`config.mk`:
```
export PLATFORM = sky130hd
export DESIGN_NAME = record_stream_jpeg_extractor
export DESIGN_NICKNAME = d
export VERILOG_FILES = /design/src/sv/rsje_pkg.sv /design/src/sv/rsje_core.sv /design/src/sv/rsje_outq.sv /design/src/sv/record_stream_jpeg_extractor.sv
export SDC_FILE = /design/constraint.sdc
export NUM_CORES = 1
export LEC_CHECK = 0
export ABC_AREA = 1
export BUFFER_PORTS_ARGS = -buffer_cell sky130_fd_sc_hd__buf_2
export CELL_PAD_IN_SITES_DETAIL_PLACEMENT = 1
export CELL_PAD_IN_SITES_GLOBAL_PLACEMENT = 1
export CORE_ASPECT_RATIO = 0.5
export CORE_MARGIN = 5
export CORE_UTILIZATION = 46
export CTS_BUF_LIST = sky130_fd_sc_hd__clkbuf_16
export DETAILED_ROUTE_END_ITERATION = 7
export GPL_TIMING_DRIVEN = 0
export PLACE_DENSITY_LB_ADDON = 0.1
export SYNTH_ARGS = -nofsm -noshare
export SYNTH_HDL_FRONTEND = slang
export SYNTH_SLANG_ARGS = --single-unit
```
`constraint.sdc`:
```
create_clock -name clk -period 6.2 [get_ports clk]
set_clock_uncertainty 0.1 [all_clocks]
set_input_delay 1.24 -clock clk [delete_from_list [all_inputs] [get_ports clk]]
set_output_delay 1.24 -clock clk [all_outputs]
set_load 0.01 [all_outputs]
```
`src/sv/rsje_pkg.sv`:
```
// rsje_pkg: shared types, constants and result builder for the record stream
// jpeg extractor; no dependencies
package rsje_pkg;

  localparam logic [31:0] JPEG_TYPE  = 32'ha04a709a;
  localparam logic [31:0] HDR_BYTES  = 32'd20;
  localparam logic [4:0]  HDR_LAST   = 5'd19;
  localparam logic [7:0]  SYNC_BYTE  = 8'ha0;
  localparam logic [7:0]  SOI_HI     = 8'hff;
  localparam logic [7:0]  SOI_LO     = 8'hd8;
  localparam logic [4:0]  SCAN_LIMIT = 5'd16;
  localparam logic [31:0] TRL_LAST   = 32'd3;
  localparam int          OQ_DEPTH   = 4;
  localparam int          OQ_AW      = $clog2(OQ_DEPTH);

  typedef enum logic [3:0] {
    PH_HEADER  = 4'b0001,
    PH_PAYLOAD = 4'b0010,
    PH_TRAILER = 4'b0100,
    PH_SCAN    = 4'b1000
  } phase_t;

  typedef enum logic [1:0] {
    KIND_BYTE   = 2'd0,
    KIND_FRAME  = 2'd1,
    KIND_STREAM = 2'd2
  } kind_t;

  typedef enum logic [2:0] {
    ST_OK        = 3'd0,
    ST_TRUNC_PAY = 3'd1,
    ST_TRUNC_HDR = 3'd2,
    ST_TRUNC_TRL = 3'd3,
    ST_BAD_REF   = 3'd4,
    ST_NOT_FOUND = 3'd5
  } status_t;

  typedef enum logic {
    CFG_MATCH_ENABLE = 1'b0,
    CFG_MATCH_TIME   = 1'b1
  } cfg_idx_t;

  typedef struct packed {
    logic [1:0]  kind;
    logic [7:0]  data;
    logic [63:0] stamp;
    logic        frame_start;
    logic [2:0]  status;
    logic        last;
  } result_t;

  // number of results one request produces
  typedef logic [1:0] push_cnt_t;

  function automatic result_t mk_res(kind_t k, logic [7:0] d, logic [63:0] s,
                                     logic fs, status_t st);
    result_t r;
    r.kind        = k;
    r.data        = d;
    r.stamp       = s;
    r.frame_start = fs;
    r.status      = st;
    r.last        = 1'b0;
    return r;
  endfunction

endpackage

```
`src/sv/rsje_core.sv`:
```
// rsje_core: record parser state and per-request result generation
// depends on rsje_pkg
module rsje_core (
  input  logic                clk,
  input  logic                rst_n,
  input  logic                acc,
  input  logic                cmd,
  input  logic [7:0]          byte_in,
  input  logic                match_enable,
  input  logic [63:0]         match_timestamp,
  output rsje_pkg::push_cnt_t push_cnt,
  output rsje_pkg::result_t   res0,
  output rsje_pkg::result_t   res1
);
  import rsje_pkg::*;

  phase_t      phase_r, phase_nxt;
  logic [31:0] byte_count_r, byte_count_nxt;
  logic [31:0] rec_type_r, rec_type_nxt;
  logic [63:0] rec_time_r, rec_time_nxt;
  logic [31:0] rec_length_r, rec_length_nxt;
  logic [31:0] trailer_shift_r, trailer_shift_nxt;
  logic [7:0]  held_byte_r, held_byte_nxt;
  logic        frame_wanted_r, frame_wanted_nxt;
  logic [4:0]  scan_left_r, scan_left_nxt;
  logic        stopped_r, stopped_nxt;

  logic        do_hdr;
  logic [4:0]  hdr_idx;
  logic [31:0] bc_inc;
  logic [31:0] trl_v;
  logic [31:0] expect_len;
  logic [4:0]  scan_dec;
  push_cnt_t   n;
  result_t     r0, r1;

  always_comb begin
    phase_nxt         = phase_r;
    byte_count_nxt    = byte_count_r;
    rec_type_nxt      = rec_type_r;
    rec_time_nxt      = rec_time_r;
    rec_length_nxt    = rec_length_r;
    trailer_shift_nxt = trailer_shift_r;
    held_byte_nxt     = held_byte_r;
    frame_wanted_nxt  = frame_wanted_r;
    scan_left_nxt     = scan_left_r;
    stopped_nxt       = stopped_r;
    do_hdr            = 1'b0;
    hdr_idx           = byte_count_r[4:0];
    bc_inc            = byte_count_r + 32'd1;
    trl_v             = {trailer_shift_r[23:0], byte_in};
    expect_len        = HDR_BYTES + rec_length_r;
    scan_dec          = (scan_left_r != 5'd0) ? scan_left_r - 5'd1 : 5'd0;
    n                 = 2'd0;
    r0                = '0;
    r1                = '0;

    if (acc && !stopped_r) begin
      if (cmd) begin
        stopped_nxt = 1'b1;
        case (phase_r)
          PH_HEADER: begin
            n  = 2'd1;
            r0 = mk_res(KIND_STREAM, 8'd0, 64'd0, 1'b0,
                        (byte_count_r != 32'd0) ? ST_TRUNC_HDR :
                        (match_enable ? ST_NOT_FOUND : ST_OK));
          end
          PH_PAYLOAD: begin
            if (frame_wanted_r && byte_count_r >= 32'd2) begin
              n  = 2'd2;
              r0 = mk_res(KIND_FRAME, 8'd0, rec_time_r, 1'b0, ST_TRUNC_PAY);
              r1 = mk_res(KIND_STREAM, 8'd0, 64'd0, 1'b0,
                          match_enable ? ST_NOT_FOUND : ST_TRUNC_PAY);
            end else begin
              n  = 2'd1;
              r0 = mk_res(KIND_STREAM, 8'd0, 64'd0, 1'b0,
                          match_enable ? ST_NOT_FOUND : ST_TRUNC_PAY);
            end
          end
          PH_TRAILER: begin
            if (frame_wanted_r) begin
              n  = 2'd2;
              r0 = mk_res(KIND_FRAME, 8'd0, rec_time_r, 1'b0, ST_TRUNC_TRL);
              r1 = mk_res(KIND_STREAM, 8'd0, 64'd0, 1'b0, ST_TRUNC_TRL);
            end else begin
              n  = 2'd1;
              r0 = mk_res(KIND_STREAM, 8'd0, 64'd0, 1'b0, ST_TRUNC_TRL);
            end
          end
          default: begin
            n  = 2'd1;
            r0 = mk_res(KIND_STREAM, 8'd0, 64'd0, 1'b0,
                        match_enable ? ST_NOT_FOUND : ST_OK);
          end
        endcase
      end else begin
        case (phase_r)
          PH_SCAN: begin
            if (byte_in == SYNC_BYTE) begin
              do_hdr  = 1'b1;
              hdr_idx = 5'd0;
            end else begin
              scan_left_nxt  = scan_dec;
              byte_count_nxt = 32'd0;
              if (scan_dec == 5'd0) begin
                phase_nxt = PH_HEADER;
              end
            end
          end
          PH_HEADER: begin
            do_hdr = 1'b1;
          end
          PH_PAYLOAD: begin
            if (frame_wanted_r) begin
              if (byte_count_r == 32'd0) begin
                held_byte_nxt = byte_in;
              end else if (byte_count_r == 32'd1) begin
                if (held_byte_r == SOI_HI && byte_in == SOI_LO) begin
                  n  = 2'd2;
                  r0 = mk_res(KIND_BYTE, held_byte_r, rec_time_r, 1'b1, ST_OK);
                  r1 = mk_res(KIND_BYTE, byte_in, rec_time_r, 1'b0, ST_OK);
                end else begin
                  frame_wanted_nxt = 1'b0;
                end
              end else begin
                n  = 2'd1;
                r0 = mk_res(KIND_BYTE, byte_in, rec_time_r, 1'b0, ST_OK);
              end
            end
            if (bc_inc >= rec_length_r) begin
              if (rec_length_r < 32'd2) begin
                frame_wanted_nxt = 1'b0;
              end
              byte_count_nxt    = 32'd0;
              trailer_shift_nxt = 32'd0;
              phase_nxt         = PH_TRAILER;
            end else begin
              byte_count_nxt = bc_inc;
            end
          end
          PH_TRAILER: begin
            if (byte_count_r == TRL_LAST) begin
              byte_count_nxt    = 32'd0;
              trailer_shift_nxt = trl_v;
              frame_wanted_nxt  = 1'b0;
              if (trl_v == expect_len || trl_v == 32'd0) begin
                if (frame_wanted_r) begin
                  n  = 2'd1;
                  r0 = mk_res(KIND_FRAME, 8'd0, rec_time_r, 1'b0, ST_OK);
                end
                if (frame_wanted_r && match_enable) begin
                  n           = 2'd2;
                  r1          = mk_res(KIND_STREAM, 8'd0, 64'd0, 1'b0, ST_OK);
                  stopped_nxt = 1'b1;
                end else if (trl_v == expect_len) begin
                  phase_nxt = PH_HEADER;
                end else begin
                  phase_nxt     = PH_SCAN;
                  scan_left_nxt = SCAN_LIMIT;
                end
              end else begin
                stopped_nxt = 1'b1;
                if (frame_wanted_r) begin
                  n  = 2'd2;
                  r0 = mk_res(KIND_FRAME, 8'd0, rec_time_r, 1'b0, ST_BAD_REF);
                  r1 = mk_res(KIND_STREAM, 8'd0, 64'd0, 1'b0, ST_BAD_REF);
                end else begin
                  n  = 2'd1;
                  r0 = mk_res(KIND_STREAM, 8'd0, 64'd0, 1'b0, ST_BAD_REF);
                end
              end
            end else begin
              byte_count_nxt    = bc_inc;
              trailer_shift_nxt = trl_v;
            end
          end
          default: begin
            phase_nxt = PH_HEADER;
          end
        endcase

        // header byte capture, shared by header phase and scan hit
        if (do_hdr) begin
          phase_nxt = PH_HEADER;
          if (hdr_idx < 5'd4) begin
            rec_type_nxt = {rec_type_r[23:0], byte_in};
          end else if (hdr_idx >= 5'd8 && hdr_idx < 5'd16) begin
            rec_time_nxt = {rec_time_r[55:0], byte_in};
          end else if (hdr_idx >= 5'd16) begin
            rec_length_nxt = {rec_length_r[23:0], byte_in};
          end
          byte_count_nxt = {27'd0, hdr_idx + 5'd1};
          if (hdr_idx == HDR_LAST) begin
            byte_count_nxt    = 32'd0;
            trailer_shift_nxt = 32'd0;
            frame_wanted_nxt  = (rec_type_nxt == JPEG_TYPE) &&
                                (!match_enable || rec_time_nxt == match_timestamp);
            if (rec_length_nxt == 32'd0) begin
              frame_wanted_nxt = 1'b0;
              phase_nxt        = PH_TRAILER;
            end else begin
              phase_nxt = PH_PAYLOAD;
            end
          end
        end
      end
    end

    if (n == 2'd1) begin
      r0.last = 1'b1;
    end else if (n == 2'd2) begin
      r1.last = 1'b1;
    end
  end

  always_ff @(posedge clk) begin
    if (!rst_n) begin
      phase_r         <= PH_HEADER;
      byte_count_r    <= '0;
      rec_type_r      <= '0;
      rec_time_r      <= '0;
      rec_length_r    <= '0;
      trailer_shift_r <= '0;
      held_byte_r     <= '0;
      frame_wanted_r  <= 1'b0;
      scan_left_r     <= '0;
      stopped_r       <= 1'b0;
    end else begin
      phase_r         <= phase_nxt;
      byte_count_r    <= byte_count_nxt;
      rec_type_r      <= rec_type_nxt;
      rec_time_r      <= rec_time_nxt;
      rec_length_r    <= rec_length_nxt;
      trailer_shift_r <= trailer_shift_nxt;
      held_byte_r     <= held_byte_nxt;
      frame_wanted_r  <= frame_wanted_nxt;
      scan_left_r     <= scan_left_nxt;
      stopped_r       <= stopped_nxt;
    end
  end

  assign push_cnt = n;
  assign res0     = r0;
  assign res1     = r1;

endmodule

```
`src/sv/rsje_outq.sv`:
```
// rsje_outq: small result queue, takes up to two results per cycle
// depends on rsje_pkg
module rsje_outq (
  input  logic                clk,
  input  logic                rst_n,
  input  rsje_pkg::push_cnt_t push_cnt,
  input  rsje_pkg::result_t   d0,
  input  rsje_pkg::result_t   d1,
  output logic                room,
  output logic                out_valid,
  input  logic                out_stall,
  output rsje_pkg::result_t   q
);
  import rsje_pkg::*;

  result_t          mem_r [OQ_DEPTH];
  logic [OQ_AW-1:0] head_r, head_nxt;
  logic [OQ_AW-1:0] tail_r, tail_nxt;
  logic [OQ_AW:0]   count_r, count_nxt;
  logic             pop;
  logic [OQ_AW-1:0] tail_p1;

  assign pop       = (count_r != '0) && !out_stall;
  assign tail_p1   = tail_r + OQ_AW'(1);
  assign head_nxt  = pop ? head_r + OQ_AW'(1) : head_r;
  assign tail_nxt  = tail_r + OQ_AW'(push_cnt);
  assign count_nxt = count_r + (OQ_AW + 1)'(push_cnt) - (OQ_AW + 1)'(pop);

  // two free entries needed for a worst-case request
  assign room      = count_r <= (OQ_AW + 1)'(OQ_DEPTH - 2);
  assign out_valid = count_r != '0;
  assign q         = mem_r[head_r];

  always_ff @(posedge clk) begin
    if (push_cnt != 2'd0) begin
      mem_r[tail_r] <= d0;
    end
    if (push_cnt == 2'd2) begin
      mem_r[tail_p1] <= d1;
    end
  end

  always_ff @(posedge clk) begin
    if (!rst_n) begin
      head_r  <= '0;
      tail_r  <= '0;
      count_r <= '0;
    end else begin
      head_r  <= head_nxt;
      tail_r  <= tail_nxt;
      count_r <= count_nxt;
    end
  end

endmodule

```
`src/sv/record_stream_jpeg_extractor.sv`:
```
// record_stream_jpeg_extractor: top level, config registers, parser and result queue
// depends on rsje_pkg, rsje_core, rsje_outq
//
//   channel  direction  handshake             payload
//   in_      input      in_valid / in_stall   in_cmd, in_byte_in
//   out_     output     out_valid / out_stall kind, data, stamp, frame_start, status, last
//   cfg_     input      cfg_valid / cfg_ready cfg_index, cfg_data
//
// one request per cycle while in_stall is low; its results enter a four-entry queue in the same edge
// a request giving two results leaves the queue as two separate output transfers, so the queue sets the rate then
// in_stall is high while fewer than two queue entries are free
// synchronous active-low reset clears parser state, config and queue pointers
// cfg_ready is always high
module record_stream_jpeg_extractor (
  input  logic        clk,
  input  logic        rst_n,
  input  logic        in_valid,
  output logic        in_stall,
  input  logic        in_cmd,
  input  logic [7:0]  in_byte_in,
  output logic        out_valid,
  input  logic        out_stall,
  output logic [1:0]  out_kind,
  output logic [7:0]  out_data,
  output logic [63:0] out_stamp,
  output logic        out_frame_start,
  output logic [2:0]  out_status,
  output logic        out_last,
  input  logic        cfg_valid,
  output logic        cfg_ready,
  input  logic        cfg_index,
  input  logic [63:0] cfg_data
);
  import rsje_pkg::*;

  logic        match_enable_r, match_enable_nxt;
  logic [63:0] match_timestamp_r, match_timestamp_nxt;
  logic        room;
  logic        acc;
  push_cnt_t   push_cnt;
  result_t     res0, res1, q;

  assign cfg_ready = 1'b1;
  assign in_stall  = !room;
  assign acc       = in_valid && room;

  always_comb begin
    match_enable_nxt    = match_enable_r;
    match_timestamp_nxt = match_timestamp_r;
    if (cfg_valid) begin
      case (cfg_idx_t'(cfg_index))
        CFG_MATCH_ENABLE: match_enable_nxt    = cfg_data[0];
        CFG_MATCH_TIME:   match_timestamp_nxt = cfg_data;
        default: begin
          match_enable_nxt = match_enable_r;
        end
      endcase
    end
  end

  always_ff @(posedge clk) begin
    if (!rst_n) begin
      match_enable_r    <= 1'b0;
      match_timestamp_r <= '0;
    end else begin
      match_enable_r    <= match_enable_nxt;
      match_timestamp_r <= match_timestamp_nxt;
    end
  end

  rsje_core u_core (
    .clk             (clk),
    .rst_n           (rst_n),
    .acc             (acc),
    .cmd             (in_cmd),
    .byte_in         (in_byte_in),
    .match_enable    (match_enable_r),
    .match_timestamp (match_timestamp_r),
    .push_cnt        (push_cnt),
    .res0            (res0),
    .res1            (res1)
  );

  rsje_outq u_outq (
    .clk       (clk),
    .rst_n     (rst_n),
    .push_cnt  (push_cnt),
    .d0        (res0),
    .d1        (res1),
    .room      (room),
    .out_valid (out_valid),
    .out_stall (out_stall),
    .q         (q)
  );

  assign out_kind        = q.kind;
  assign out_data        = q.data;
  assign out_stamp       = q.stamp;
  assign out_frame_start = q.frame_start;
  assign out_status      = q.status;
  assign out_last        = q.last;

endmodule
```
==> impl_metrics.env <==
export IMPL_post_route_drc_count=0
export IMPL_worstSetupEndpointType="flip-flop"
export IMPL_syn_inst=4520
export IMPL_ys_ff_latch=593
export IMPL_h_tree_depth=2
export IMPL_fp_dieArea_sq_um=79500
export IMPL_nets=4867
export IMPL_clk_pin_slew_ns=0.07
export IMPL_cell_internal_pwr_mw=7.15
export IMPL_commonest_cells_in_the_synthesized_netlist="758 x nor2_1, 606 x o21ai_0, 580 x nand2_1"
export IMPL_rows=70
export IMPL_layout_area_overhead_vs_synth_pct=11.8
export IMPL_core_area_sq_um=73000
export IMPL_worstPathRequired_ns=6.67
export IMPL_grtUsageTotal=0.396
export IMPL_highest_signal_layer="met5"
export IMPL_detail_route_vias_per_cell=6.35
export IMPL_rsz0062_at_grt="no"
export IMPL_irDropWorstVdd_v=0.000232
export IMPL_grt_first_pass_wirelength_um=237000
export IMPL_synth_edff_count=308
export IMPL_grt_antenna_before_repair=2
export IMPL_cp_data_arrival_time_ns=6.14
export IMPL_antenna_left=0
export IMPL_tritoncts_num_sinks=593
export IMPL_switching_power_mw=4.27
export IMPL_chipWidth_um=394
export IMPL_p_leak_nw=14.3
export IMPL_fin_total_pwr_mw=11.4
export IMPL_failed_checks="max-capacitance violations, max-slew violations"
export IMPL_portBuffers=159
export IMPL_stdcell_count=5757
export IMPL_routed_vias=36600
export IMPL_placed_cells=5656
export IMPL_globalRoute_totalOverflow=0
export IMPL_run_status="finished, violations left"
export IMPL_post_synth_cell_area_avg_sq_um=7.50
export IMPL_totalWireLength_um=164000
export IMPL_met2_wirelength_um=70400
export IMPL_dieHeight_um=202
export IMPL_min_delay_path_class="flip-flop to flip-flop"
export IMPL_wl_per_cell_um=28.5
export IMPL_synth_warning_count=0
export IMPL_period_share=0.914
export IMPL_timing_max_slew_rel_slack=-0.0579
export IMPL_critical_path_max_fanout=10
export IMPL_area_sequential_sq_um=15000
export IMPL_worst_slew_pin_slew_ns=1.57
export IMPL_swShare=0.374
export IMPL_num_fill_cells=9310
export IMPL_path_class="flip-flop to flip-flop"
export IMPL_crit_path_frequent_cell="nor2_1"
export IMPL_place_detailed_hpwl_um=124000
export IMPL_mappedNetlistNets=4645
export IMPL_globalplace_congestion=1.01
export IMPL_postCtsHoldBufs=0
export IMPL_ys_async_sr_fraction=0
export IMPL_m1WireLength_um=65000
export IMPL_clock_buffer_count_from_cts=56
export IMPL_synth_largest_type_area_fraction=0.273
export IMPL_drive_gt1_frac=0.0780
export IMPL_netlist_top_cells_area="edfxtp_1 27%, dfxtp_1 17%, o21ai_0 8.9%"
export IMPL_start_util=0.464
export IMPL_yosysMostFrequentCell="nor2_1"
export IMPL_drc_marker_count_from_the_first_detailed_route_iteration=4930
export IMPL_met3_wirelength_um=21500
export IMPL_clock_tree_buffer_depth=3
export IMPL_sequentialPowerShare=0.397
export IMPL_tritoncts_clock_tree="yes"
export IMPL_io_pin_count=161
export IMPL_synthDistinctLibCells=49
export IMPL_p_clk_frac=0.321
export IMPL_share_of_the_yosys_chip_area_belonging_to_registers=0.441
export IMPL_drt_pass1_iterations=8
export IMPL_critical_path_max_stage_delay_ns=0.42
export IMPL_max_cap_viol_count=4
export IMPL_synth_flop_cell="edfxtp_1"
export IMPL_startpoint_type="flip-flop"
export IMPL_cts_resized_gates=0
export IMPL_clock_latency_ns=0.66
export IMPL_pin_count_of_the_biggest_net_entering_global_routing=55
export IMPL_highest_achievable_clock_rate_ghz=0.176
export IMPL_multiInputGateArea_sq_um=16400
export IMPL_timing_final_hold_violations=0
export IMPL_report_final_setup_viol=0
export IMPL_buffer_count_from_post_cts_setup_fixing=0
export IMPL_grt_pass1_vias=36300
export IMPL_clockRootBuffer="clkbuf_16"
export IMPL_critPathSlowestCell="dfxtp_1"
export IMPL_post_synth_top_area_cell="edfxtp_1"
export IMPL_synth_cell_area_sq_um=33900
export IMPL_combinationalPowerShare=0.282
export IMPL_slew_violations=10
export IMPL_power_density_nw_per_um2=301
export IMPL_min_tclk_post_route_ns=5.67
final timing paths:
check	startpoint	end	slack (ns)	cells after the start
setup reg to reg	u_core.byte_count_r[0]$_SDFFE_PN0P_	u_core.byte_count_r[17]$_SDFFE_PN0P_	0.53	25
hold / removal	u_core.scan_left_r[1]$_SDFFE_PN0P_	u_core.scan_left_r[1]$_SDFFE_PN0P_	0.36	2
setup / recovery	u_core.byte_count_r[0]$_SDFFE_PN0P_	u_core.byte_count_r[17]$_SDFFE_PN0P_	0.53	25
hold reg to reg	u_core.scan_left_r[1]$_SDFFE_PN0P_	u_core.scan_left_r[1]$_SDFFE_PN0P_	0.36	2
cells in the final DEF (no fill, tap or decap), types with 58 or more instances in the layout:
master    instances
nor2_1          758
o21ai_0         606
nand2_1         577
a21oi_1         378
nand3_1         374
inv_1           311
edfxtp_1        308
dfxtp_1         285
clkbuf_1        235
buf_2           214
o22ai_1         114
nand4_1          80
xnor2_1          60
xor2_1           58
a21boi_0         58
worst max-delay path: cells and delay by family, from the launching register on:
kind	cells	cell delay [ns]
AO/OA/AOI/OAI	5	0.87
buffers and inverters	4	0.87
adder cells (fa/ha/maj)	1	0.31
flip-flops	1	0.42
AND/OR/NAND/NOR	15	3.00
per-layer routing:
layer / vias up / GRT usage
li1: 15900 / -
met1: 18000 / 0.516
met2: 2216 / 0.611
met3: 451 / 0.138
met4: 6 / 0.143
met5: - / 0.0113
registers in the layout (all words and copies together) (netlist names), 3 cells and up, named ones only:
| register | flops |
|---|---|
| u_core.held_byte_r | 8 |
| u_core.byte_count_r | 32 |
| u_core.phase_r | 4 |
| u_core.trailer_shift_r | 24 |
| u_outq.count_r | 3 |
| u_core.rec_length_r | 32 |
| u_core.rec_time_r | 64 |
| u_outq.mem_r | 316 |
| u_core.scan_left_r | 5 |
| u_core.rec_type_r | 32 |
| match_timestamp_r | 64 |
cell families after synthesis:
group,Yosys count,share of synthesized area
AND/OR/NAND/NOR,1891,0.237
AO/OA/AOI/OAI,1228,0.195
buffers and inverters,637,0.0769
flip-flops,593,0.441
XOR/XNOR,118,0.0305
adder cells (fa/ha/maj),46,0.0172
multiplexers,6,0.00177
other,1,0.000111
through the flow:
step | hold WS (ns) | worst slack, ns | instance area (sq um) | setup TNS, ns | util
floorplan | 0.336 | 0.926 | 33900 | 0 | -
global placement | 0.351 | -2.21 | 35900 | -485.47 | 0.491
detailed placement | 0.351 | 0.335 | 36000 | 0 | 0.493
CTS | 0.361 | 0.454 | 37900 | 0 | 0.518
global route | 0.379 | 0.0401 | 37900 | 0 | 0.518
finish | 0.361 | 0.532 | 37900 | 0 | 0.518
power by group through the flow:
stage                     Clock [mW]  Sequential [mW]  Combinational (mW)
after floorplan                    0             4.52                1.82
after global placement             0             4.61                3.01
after detailed placement           0             4.60                3.10
after CTS                       3.63             4.52                3.12
after global routing            3.80             4.54                3.41
final                           3.67             4.53                3.22
area by class of cell:
cell class                      instances  area share
Timing Repair Buffer                  164      0.0240
Clock inverter                         43      0.0101
Sequential cell                       593       0.395
Inverter                              308      0.0305
Multi-Input combinational cell       3290       0.432
Clock buffer                           57      0.0377
Antenna cell                            1   0.0000661
Buffer                                329      0.0383
Tap cell                              972      0.0321
Note: power is estimated with default switching activity, not from simulation.
